## config.mk

```make
export PLATFORM = sky130hd
export DESIGN_NAME = fsm_coverage_set_recorder
export DESIGN_NICKNAME = d
export VERILOG_FILES = /design/src/rtl/fcsr_pkg.sv /design/src/rtl/fcsr_ram.sv /design/src/rtl/fcsr_front.sv /design/src/rtl/fcsr_back.sv /design/src/rtl/fsm_coverage_set_recorder.sv
export SDC_FILE = /design/constraint.sdc
export NUM_CORES = 1
export LEC_CHECK = 0
export BUFFER_PORTS_ARGS = -buffer_cell sky130_fd_sc_hd__buf_2
export CAP_MARGIN = 5
export CORE_MARGIN = 2
export CORE_UTILIZATION = 30
export CTS_CLUSTER_SIZE = 8
export DETAILED_ROUTE_END_ITERATION = 8
export GPL_TIMING_DRIVEN = 0
export PLACE_DENSITY = 0.45
export REMOVE_ABC_BUFFERS = 1
export SYNTH_ARGS = -nofsm -noshare
export SYNTH_HDL_FRONTEND = slang
export SYNTH_SLANG_ARGS = --single-unit
```

## constraint.sdc

```tcl
create_clock -name i_clk -period 5.61 [get_ports i_clk]
set_input_delay 0.2805 -clock i_clk [delete_from_list [all_inputs] [get_ports i_clk]]
set_output_delay 0.2805 -clock i_clk [all_outputs]
set_load 0.1 [all_outputs]
```

## src/rtl/fcsr_pkg.sv

```systemverilog
// Package for the FSM coverage set recorder.
// Holds the transfer payload types and the scan engine state type.
// No dependencies; used by fcsr_front, fcsr_back and the top level.
package fcsr_pkg;

    // Fixed field widths of the transfer payloads.
    localparam int FIELD_W      = 8;
    localparam int STATE_CNT_W  = 5;
    localparam int TRANS_CNT_W  = 6;

    // Mode codes of an input item.
    localparam logic MODE_STATE = 1'b0;
    localparam logic MODE_TRANS = 1'b1;

    // One input item.
    typedef struct packed {
        logic               mode;
        logic [FIELD_W-1:0] state_value;
        logic [FIELD_W-1:0] from_state;
        logic [FIELD_W-1:0] to_state;
    } t_in;

    // One result item.
    typedef struct packed {
        logic                   was_present;
        logic                   stored;
        logic                   table_full;
        logic [STATE_CNT_W-1:0] state_entries;
        logic [TRANS_CNT_W-1:0] transition_entries;
    } t_out;

    // States of the back-end scan engine.
    typedef enum logic [1:0] {
        S_IDLE,
        S_SCAN,
        S_DONE
    } t_state;

endpackage

```

## src/rtl/fcsr_ram.sv

```systemverilog
// Generic single-clock RAM with one write port and one registered read port.
// Used for both coverage tables; no package dependency.
module fcsr_ram #(
    parameter int WIDTH = 8,
    parameter int DEPTH = 16
) (
    input  logic                                   i_clk,
    input  logic                                   i_we,
    input  logic [(DEPTH > 1 ? $clog2(DEPTH) : 1)-1:0] i_waddr,
    input  logic [WIDTH-1:0]                       i_wdata,
    input  logic                                   i_re,
    input  logic [(DEPTH > 1 ? $clog2(DEPTH) : 1)-1:0] i_raddr,
    output logic [WIDTH-1:0]                       o_rdata
);

    logic [WIDTH-1:0] r_mem [DEPTH];
    logic [WIDTH-1:0] r_rdata;

    // Write port and registered read port.
    always_ff @(posedge i_clk) begin
        if (i_we) begin
            r_mem[i_waddr] <= i_wdata;
        end
        if (i_re) begin
            r_rdata <= r_mem[i_raddr];
        end
    end

    assign o_rdata = r_rdata;

endmodule

```

## src/rtl/fcsr_front.sv

```systemverilog
// Front end of the coverage recorder: accepts items, forms the search key
// and buffers jobs in a two-entry queue. Depends on fcsr_pkg.
module fcsr_front #(
    parameter int STATE_BITS = 8
) (
    input  logic                    i_clk,
    input  logic                    i_rst_n,
    input  logic                    i_in_valid,
    output logic                    o_in_ready,
    input  fcsr_pkg::t_in           i_in_data,
    output logic                    o_job_valid,
    input  logic                    i_job_ready,
    output logic                    o_job_mode,
    output logic [2*STATE_BITS-1:0] o_job_key
);

    localparam int KW = 2 * STATE_BITS;

    logic [31:0]         sv_ext;
    logic [31:0]         from_ext;
    logic [31:0]         to_ext;
    logic [KW-1:0]       key;

    logic                r_q_mode [2];
    logic [KW-1:0]       r_q_key  [2];
    logic                r_wp;
    logic                r_rp;
    logic [1:0]          r_cnt;
    logic                push;
    logic                pop;

    // Mask the offered values to the state width and build the key.
    always_comb begin
        sv_ext   = 32'(i_in_data.state_value);
        from_ext = 32'(i_in_data.from_state);
        to_ext   = 32'(i_in_data.to_state);
        if (i_in_data.mode == fcsr_pkg::MODE_TRANS) begin
            key = {from_ext[STATE_BITS-1:0], to_ext[STATE_BITS-1:0]};
        end else begin
            key = {{STATE_BITS{1'b0}}, sv_ext[STATE_BITS-1:0]};
        end
    end

    assign o_in_ready  = (r_cnt != 2'd2);
    assign push        = i_in_valid && o_in_ready;
    assign o_job_valid = (r_cnt != 2'd0);
    assign pop         = o_job_valid && i_job_ready;
    assign o_job_mode  = r_q_mode[r_rp];
    assign o_job_key   = r_q_key[r_rp];

    // Queue storage.
    always_ff @(posedge i_clk) begin
        if (push) begin
            r_q_mode[r_wp] <= i_in_data.mode;
            r_q_key[r_wp]  <= key;
        end
    end

    // Queue pointers and occupancy.
    always_ff @(posedge i_clk) begin
        if (!i_rst_n) begin
            r_wp  <= 1'b0;
            r_rp  <= 1'b0;
            r_cnt <= 2'd0;
        end else begin
            if (push) begin
                r_wp <= ~r_wp;
            end
            if (pop) begin
                r_rp <= ~r_rp;
            end
            r_cnt <= r_cnt + {1'b0, push} - {1'b0, pop};
        end
    end

`ifndef SYNTH
    // Occupancy tracks the pointers: equal pointers mean empty or full.
    a_ptr_cnt: assert property (@(posedge i_clk) disable iff (!i_rst_n)
        (r_wp == r_rp) == (r_cnt == 2'd0 || r_cnt == 2'd2))
        else $error("queue pointers and occupancy disagree");
`endif

endmodule

```

## src/rtl/fcsr_back.sv

```systemverilog
// Back end of the coverage recorder: scans the selected table one entry per
// cycle, appends absent keys if the table has room and holds the result
// in an output register. Depends on fcsr_pkg and fcsr_ram.
module fcsr_back #(
    parameter int STATE_BITS       = 8,
    parameter int STATE_SLOTS      = 16,
    parameter int TRANSITION_SLOTS = 32
) (
    input  logic                    i_clk,
    input  logic                    i_rst_n,
    input  logic                    i_job_valid,
    output logic                    o_job_ready,
    input  logic                    i_job_mode,
    input  logic [2*STATE_BITS-1:0] i_job_key,
    output logic                    o_out_valid,
    input  logic                    i_out_ready,
    output fcsr_pkg::t_out          o_out_data
);

    localparam int KW   = 2 * STATE_BITS;
    localparam int SAW  = STATE_SLOTS > 1 ? $clog2(STATE_SLOTS) : 1;
    localparam int TAW  = TRANSITION_SLOTS > 1 ? $clog2(TRANSITION_SLOTS) : 1;
    localparam int SFW  = $clog2(STATE_SLOTS + 1);
    localparam int TFW  = $clog2(TRANSITION_SLOTS + 1);
    localparam int MAXS = STATE_SLOTS > TRANSITION_SLOTS ? STATE_SLOTS : TRANSITION_SLOTS;
    localparam int IW   = $clog2(MAXS + 1);

    fcsr_pkg::t_state r_state, n_state;
    logic             r_mode, n_mode;
    logic [KW-1:0]    r_key, n_key;
    logic [IW-1:0]    r_idx, n_idx;
    logic             r_pend, n_pend;
    logic             r_last, n_last;
    logic             r_hit, n_hit;
    logic [SFW-1:0]   r_sfill, n_sfill;
    logic [TFW-1:0]   r_tfill, n_tfill;
    logic             r_out_vld, n_out_vld;
    fcsr_pkg::t_out   r_out, n_out;

    logic [IW-1:0]    fill_sel;
    logic [IW-1:0]    pop_fill;
    logic             full_sel;
    logic             issue;
    logic             match;
    logic             out_free;
    logic             s_we;
    logic             t_we;
    logic [STATE_BITS-1:0] s_rdata;
    logic [KW-1:0]    t_rdata;
    logic [31:0]      s_cnt_ext;
    logic [31:0]      t_cnt_ext;

    // Fill count and room of the table that the current job addresses.
    assign fill_sel = (r_mode == fcsr_pkg::MODE_TRANS) ? IW'(r_tfill) : IW'(r_sfill);
    assign pop_fill = (i_job_mode == fcsr_pkg::MODE_TRANS) ? IW'(r_tfill) : IW'(r_sfill);
    assign full_sel = (r_mode == fcsr_pkg::MODE_TRANS)
                    ? (r_tfill == TFW'(TRANSITION_SLOTS))
                    : (r_sfill == SFW'(STATE_SLOTS));
    assign issue    = (r_state == fcsr_pkg::S_SCAN) && (r_idx < fill_sel);
    assign match    = r_pend && ((r_mode == fcsr_pkg::MODE_TRANS)
                                 ? (t_rdata == r_key)
                                 : (s_rdata == r_key[STATE_BITS-1:0]));
    assign out_free = !r_out_vld || i_out_ready;

    assign o_job_ready = (r_state == fcsr_pkg::S_IDLE);
    assign o_out_valid = r_out_vld;
    assign o_out_data  = r_out;

    // Table memories.
    fcsr_ram #(.WIDTH(STATE_BITS), .DEPTH(STATE_SLOTS)) u_state_ram (
        .i_clk   (i_clk),
        .i_we    (s_we),
        .i_waddr (r_sfill[SAW-1:0]),
        .i_wdata (r_key[STATE_BITS-1:0]),
        .i_re    (issue && (r_mode == fcsr_pkg::MODE_STATE)),
        .i_raddr (r_idx[SAW-1:0]),
        .o_rdata (s_rdata)
    );

    fcsr_ram #(.WIDTH(KW), .DEPTH(TRANSITION_SLOTS)) u_trans_ram (
        .i_clk   (i_clk),
        .i_we    (t_we),
        .i_waddr (r_tfill[TAW-1:0]),
        .i_wdata (r_key),
        .i_re    (issue && (r_mode == fcsr_pkg::MODE_TRANS)),
        .i_raddr (r_idx[TAW-1:0]),
        .o_rdata (t_rdata)
    );

    // Next state: take a job, scan its table, then append and report.
    always_comb begin
        n_state   = r_state;
        n_mode    = r_mode;
        n_key     = r_key;
        n_idx     = r_idx;
        n_pend    = 1'b0;
        n_last    = 1'b0;
        n_hit     = r_hit;
        n_sfill   = r_sfill;
        n_tfill   = r_tfill;
        n_out_vld = r_out_vld && !i_out_ready;
        n_out     = r_out;
        s_we      = 1'b0;
        t_we      = 1'b0;
        s_cnt_ext = 32'd0;
        t_cnt_ext = 32'd0;
        case (r_state)
            fcsr_pkg::S_IDLE: begin
                if (i_job_valid) begin
                    n_mode  = i_job_mode;
                    n_key   = i_job_key;
                    n_idx   = '0;
                    n_hit   = 1'b0;
                    n_state = (pop_fill == '0) ? fcsr_pkg::S_DONE : fcsr_pkg::S_SCAN;
                end
            end
            fcsr_pkg::S_SCAN: begin
                if (issue) begin
                    n_idx  = r_idx + 1'b1;
                    n_pend = 1'b1;
                    n_last = (r_idx + 1'b1 == fill_sel);
                end
                if (match) begin
                    n_hit   = 1'b1;
                    n_state = fcsr_pkg::S_DONE;
                end else if (r_pend && r_last) begin
                    n_state = fcsr_pkg::S_DONE;
                end
            end
            fcsr_pkg::S_DONE: begin
                if (out_free) begin
                    if (!r_hit && !full_sel) begin
                        if (r_mode == fcsr_pkg::MODE_TRANS) begin
                            t_we    = 1'b1;
                            n_tfill = r_tfill + 1'b1;
                        end else begin
                            s_we    = 1'b1;
                            n_sfill = r_sfill + 1'b1;
                        end
                    end
                    s_cnt_ext                = 32'(n_sfill);
                    t_cnt_ext                = 32'(n_tfill);
                    n_out.was_present        = r_hit;
                    n_out.stored             = !r_hit && !full_sel;
                    n_out.table_full         = !r_hit && full_sel;
                    n_out.state_entries      = s_cnt_ext[fcsr_pkg::STATE_CNT_W-1:0];
                    n_out.transition_entries = t_cnt_ext[fcsr_pkg::TRANS_CNT_W-1:0];
                    n_out_vld                = 1'b1;
                    n_state                  = fcsr_pkg::S_IDLE;
                end
            end
            default: begin
                n_state = fcsr_pkg::S_IDLE;
            end
        endcase
    end

    // State register and control.
    always_ff @(posedge i_clk) begin
        if (!i_rst_n) begin
            r_state   <= fcsr_pkg::S_IDLE;
            r_pend    <= 1'b0;
            r_last    <= 1'b0;
            r_sfill   <= '0;
            r_tfill   <= '0;
            r_out_vld <= 1'b0;
        end else begin
            r_state   <= n_state;
            r_pend    <= n_pend;
            r_last    <= n_last;
            r_sfill   <= n_sfill;
            r_tfill   <= n_tfill;
            r_out_vld <= n_out_vld;
        end
    end

    // Job and result payload registers.
    always_ff @(posedge i_clk) begin
        r_mode <= n_mode;
        r_key  <= n_key;
        r_idx  <= n_idx;
        r_hit  <= n_hit;
        r_out  <= n_out;
    end

`ifndef SYNTH
    // Each result reports exactly one outcome.
    a_one_outcome: assert property (@(posedge i_clk) disable iff (!i_rst_n)
        r_out_vld |-> $onehot({r_out.was_present, r_out.stored, r_out.table_full}))
        else $error("result reports other than one outcome");

    // Fill counts stay within the table depths.
    a_fill_range: assert property (@(posedge i_clk) disable iff (!i_rst_n)
        (r_sfill <= SFW'(STATE_SLOTS)) && (r_tfill <= TFW'(TRANSITION_SLOTS)))
        else $error("fill count beyond table depth");

    // The state fill count grows by at most one entry per cycle.
    a_fill_step: assert property (@(posedge i_clk) disable iff (!i_rst_n)
        ##1 (r_sfill == $past(r_sfill) || r_sfill == $past(r_sfill) + 1'b1))
        else $error("state fill count jumped");

    // The scan never reads past the written part of a table.
    a_scan_bound: assert property (@(posedge i_clk) disable iff (!i_rst_n)
        (r_state == fcsr_pkg::S_SCAN) |-> (r_idx <= fill_sel))
        else $error("scan index beyond fill count");
`endif

endmodule

```

## src/rtl/fsm_coverage_set_recorder.sv

```systemverilog
// Top level of the FSM coverage set recorder.
// Instantiates fcsr_front and fcsr_back; depends on fcsr_pkg.
//
// Records covered FSM states and (from, to) transitions in two deduplicating
// tables. Each transfer on the input channel offers one value; the block
// reports whether it was already recorded, appended, or dropped because its
// table was full, together with both entry counts. Items enter a two-entry
// queue and are then handled one at a time by a scan engine that reads one
// table entry per cycle from a RAM with a registered read port. The time an
// item occupies the engine grows with the entries of its table, and a hit
// ends the scan early. An output register holds each result, so the engine
// can take and scan the next item while a result waits to be taken; it
// holds that item's result until the register is free.
// Both tables start empty after reset; no clearing pass is needed.
module fsm_coverage_set_recorder #(
    parameter int STATE_BITS       = 8,
    parameter int STATE_SLOTS      = 16,
    parameter int TRANSITION_SLOTS = 32
) (
    input  logic           i_clk,
    input  logic           i_rst_n,
    input  logic           i_in_valid,
    output logic           o_in_ready,
    input  fcsr_pkg::t_in  i_in_data,
    output logic           o_out_valid,
    input  logic           i_out_ready,
    output fcsr_pkg::t_out o_out_data
);

    logic                    job_valid;
    logic                    job_ready;
    logic                    job_mode;
    logic [2*STATE_BITS-1:0] job_key;

    // Intake, key forming and job queue.
    fcsr_front #(.STATE_BITS(STATE_BITS)) u_front (
        .i_clk       (i_clk),
        .i_rst_n     (i_rst_n),
        .i_in_valid  (i_in_valid),
        .o_in_ready  (o_in_ready),
        .i_in_data   (i_in_data),
        .o_job_valid (job_valid),
        .i_job_ready (job_ready),
        .o_job_mode  (job_mode),
        .o_job_key   (job_key)
    );

    // Table scan, insert and result register.
    fcsr_back #(
        .STATE_BITS       (STATE_BITS),
        .STATE_SLOTS      (STATE_SLOTS),
        .TRANSITION_SLOTS (TRANSITION_SLOTS)
    ) u_back (
        .i_clk       (i_clk),
        .i_rst_n     (i_rst_n),
        .i_job_valid (job_valid),
        .o_job_ready (job_ready),
        .i_job_mode  (job_mode),
        .i_job_key   (job_key),
        .o_out_valid (o_out_valid),
        .i_out_ready (i_out_ready),
        .o_out_data  (o_out_data)
    );

endmodule
```

==> reports/qor.txt <==
Run status = finished, final reports clean
Ant diodes = 0
Main synth FF type = edfxtp_1
Clock power frac = 31.2%
Core area = 96990 um^2
Crit-path cells = nand2b_1, nand2b_1, inv_1, nand3_1, nor2_2, buf_8
Ys Warns = 0
Worst skew pair latency = 650 ps
Setup tns final = 0 ps
P_sw = 5.064 mW
Post-Synthesis Cells = 1340
Period minus WS final = 3629 ps
Critical path's top delay family = simple AND/OR/NAND/NOR gates
Crit Path Category = flip-flop to flip-flop
Most frequent cells after synthesis = edfxtp_1 (736), mux4_2 (200), nor2_1 (74)
Pint = 13.02 mW
Most used cell, CP = nand2b_1
Crit path buf inv count = 2
First-pass GRT wire length = 102700 um
WHS = 99.77 ps
Die W = 317.5 um
# H-tree levels = 3
RD Place Congestion = 0.7220
Vias = 13710
# clock sinks = 757
Dpl cell area = 32990 um^2
Setup Viol. Count Final = 0
Layout area overhead = 22.60%
Iteration-0 DRC count of the detailed router = 1119
Overflow after GRT = 0
Most common cell in the netlist = edfxtp_1
Number of global-route vias before repair = 14690
Average cell area after synthesis = 22.00 um^2
Post-synth EDFFs = 736
Nets@finish = 1585
Worst-margin pin slew = 1232 ps
Hold WC Path Type = input port to flip-flop
Remaining antenna violation count = 0
Post-DP HPWL = 45940 um
Async S/R FF share, synth = 0%
Worst-path fanout max = 18
Sequential share of the synthesized area = 76.41%
CTS tree = done
Wire length per cell = 24.60 um
Fin. Hold Viols = 0
Die footprint = 100800 um^2
Crit end category = flip-flop
Seq pwr share = 42.3%
Peak VDD IR = 305.3 uV
Yosys top cell area share = 74.98%
Clk slew on worst S/H paths = 50 ps
Mapped Area = 29480 um^2
Largest stage delay, worst path = 940 ps
Largest net degree at the start of global routing = 34
Antenna violations before repair = 0
Worst Path Required = 5940 ps
Share of layout cells above drive strength 1 = 32.95%
Area contributors post-synth = edfxtp_1 (75%), mux4_2 (15%), mux2_2 (1.6%)
Worst slew margin = 17.85%
Final wirelength = 70120 um
Synth cell types = 38
Root Buffer = clkbuf_16
Final Util = 37.26%
CP Data Arrival Time = 3960 ps
Die Y-Extent = 317.5 um
Max Cap Viol = 0
CTS resizes = 0
Pwr/cell area = 500.5 nW/um^2
Worst setup margin = 1981 ps
Drt first pass iters = 5
Crit-path slowest cell = nor2_2
Critical path depth = 6
RSZ-0062 raised after global routing = no
Clk_skew = 26.25 ps
Cell taking the most area after synthesis = edfxtp_1
Slew Limit Fails = 0
PortBufs = 44
I/O pin cnt = 45
Crit path launch type = flip-flop
Comb pwr share = 26.6%
Final period util = 64.69%
Register-to-Register Path Depth = 6
Initial Util = 30.39%
Vias/cell = 4.807
Final Cell Area = 36140 um^2
Total track usage = 14.05%
CTS buffer count = 104
#FFs+latches synth = 757
Floorplan row count = 114
Hold depth = 4
Clock tree buffer depth = 3
Switching share of power = 28.00%
DRC = 0
Fin cells = 2851
Fmax = 0.2755 GHz
Setup WS pre-CTS = 1978 ps
Placed Cells = 2680
Leakage power = 11.35 nW
Power Total = 18.09 mW
[power groups by stage]
stage          logic (mW)  registers (mW)  clock network, mW
2_1_floorplan        2.48            8.25                  0
3_3_place_gp         3.17            8.69                  0
3_5_place_dp         4.90            7.76                  0
4_1_cts              4.93            7.66               5.79
5_1_grt              5.12            7.70               6.02
6_report             4.80            7.64               5.64
[cells in the final DEF (no fill, tap or decap), types with 12 or more instances in the layout]
cell	synthesis	layout
nand3_1	12	12
nor2_2	0	29
xor2_1	13	13
dlygate4sd3_1	0	26
buf_8	0	29
mux2_2	41	41
ha_1	17	17
dfxtp_1	21	21
nor2_1	74	41
edfxtp_1	736	736
nand2_1	23	23
mux4_2	200	200
clkbuf_16	0	108
inv_1	12	12
xnor2_1	38	38
buf_2	19	44
clkbuf_1	32	31
buf_16	0	51
[routing by layer]
metal	routed length [um]	vias up	global-route usage [%]	share of wire, %
li1	-	5952	-	-
met1	30510	7338	18.89	44
met2	34950	296	23.40	50
met3	2893	119	2.374	4.1
met4	1769	0	4.254	2.5
met5	0	-	0	0
[flip-flops by register name, indices dropped and copies added (netlist names), named ones only]
register / flops
u_back.o_out_valid: 1
u_front.r_q_key: 32
u_back.u_state_ram.o_rdata: 8
u_back.o_out_data: 14
u_back.r_key: 16
u_front.r_wp: 1
u_back.r_hit: 1
u_front.r_cnt: 2
u_back.u_trans_ram.r_mem: 512
u_back.u_state_ram.r_mem: 128
u_back.r_tfill: 6
u_back.u_trans_ram.o_rdata: 16
u_front.r_q_mode: 2
u_back.r_state: 2
u_front.r_rp: 1
u_back.r_mode: 1
u_back.r_last: 1
u_back.r_idx: 6
u_back.r_pend: 1
u_back.r_sfill: 5
[cell type report]
cell class | instances | area, um^2
sequential | 757 | 22520
fill | 8834 | 60860
multi-input combinational | 508 | 6741
timing repair buffer | 155 | 2370
clock buffer | 140 | 2833
clock inverter | 2 | 25.02
tap | 1276 | 1597
inverter | 13 | 48.80
[worst reg2reg max path: cells and delay by family (launching register included)]
kind / cells / cell delay, ps
AND/OR/NAND/NOR: 4 / 2150
flip-flops: 1 / 320
buffers and inverters: 2 / 850
[what timing repair did]
item                      CTS  global route
hold endpoints to repair   36             0
hold buffers               26             0
setup buffers               0             0
[cells by family after synthesis]
family,Yosys count,synth area share [%]
flip-flops,757,76.41
multiplexers,246,17.02
AND/OR/NAND/NOR,164,2.662
buffers and inverters,75,1.087
XOR/XNOR,51,1.515
AO/OA/AOI/OAI,30,0.5900
adder cells (fa/ha/maj),17,0.7216
[final timing paths]
path | start | to | slack (ps)
max | u_back.r_state[0] | u_back.u_trans_ram.r_mem[7][10] | 1980
min | i_in_valid | u_front.r_wp | 100
max reg2reg | u_back.r_state[0] | u_back.u_trans_ram.r_mem[7][10] | 1980
min reg2reg | u_front.r_q_key[0][0] | u_back.r_key[0] | 540
Power figures use the tool's default switching activity.
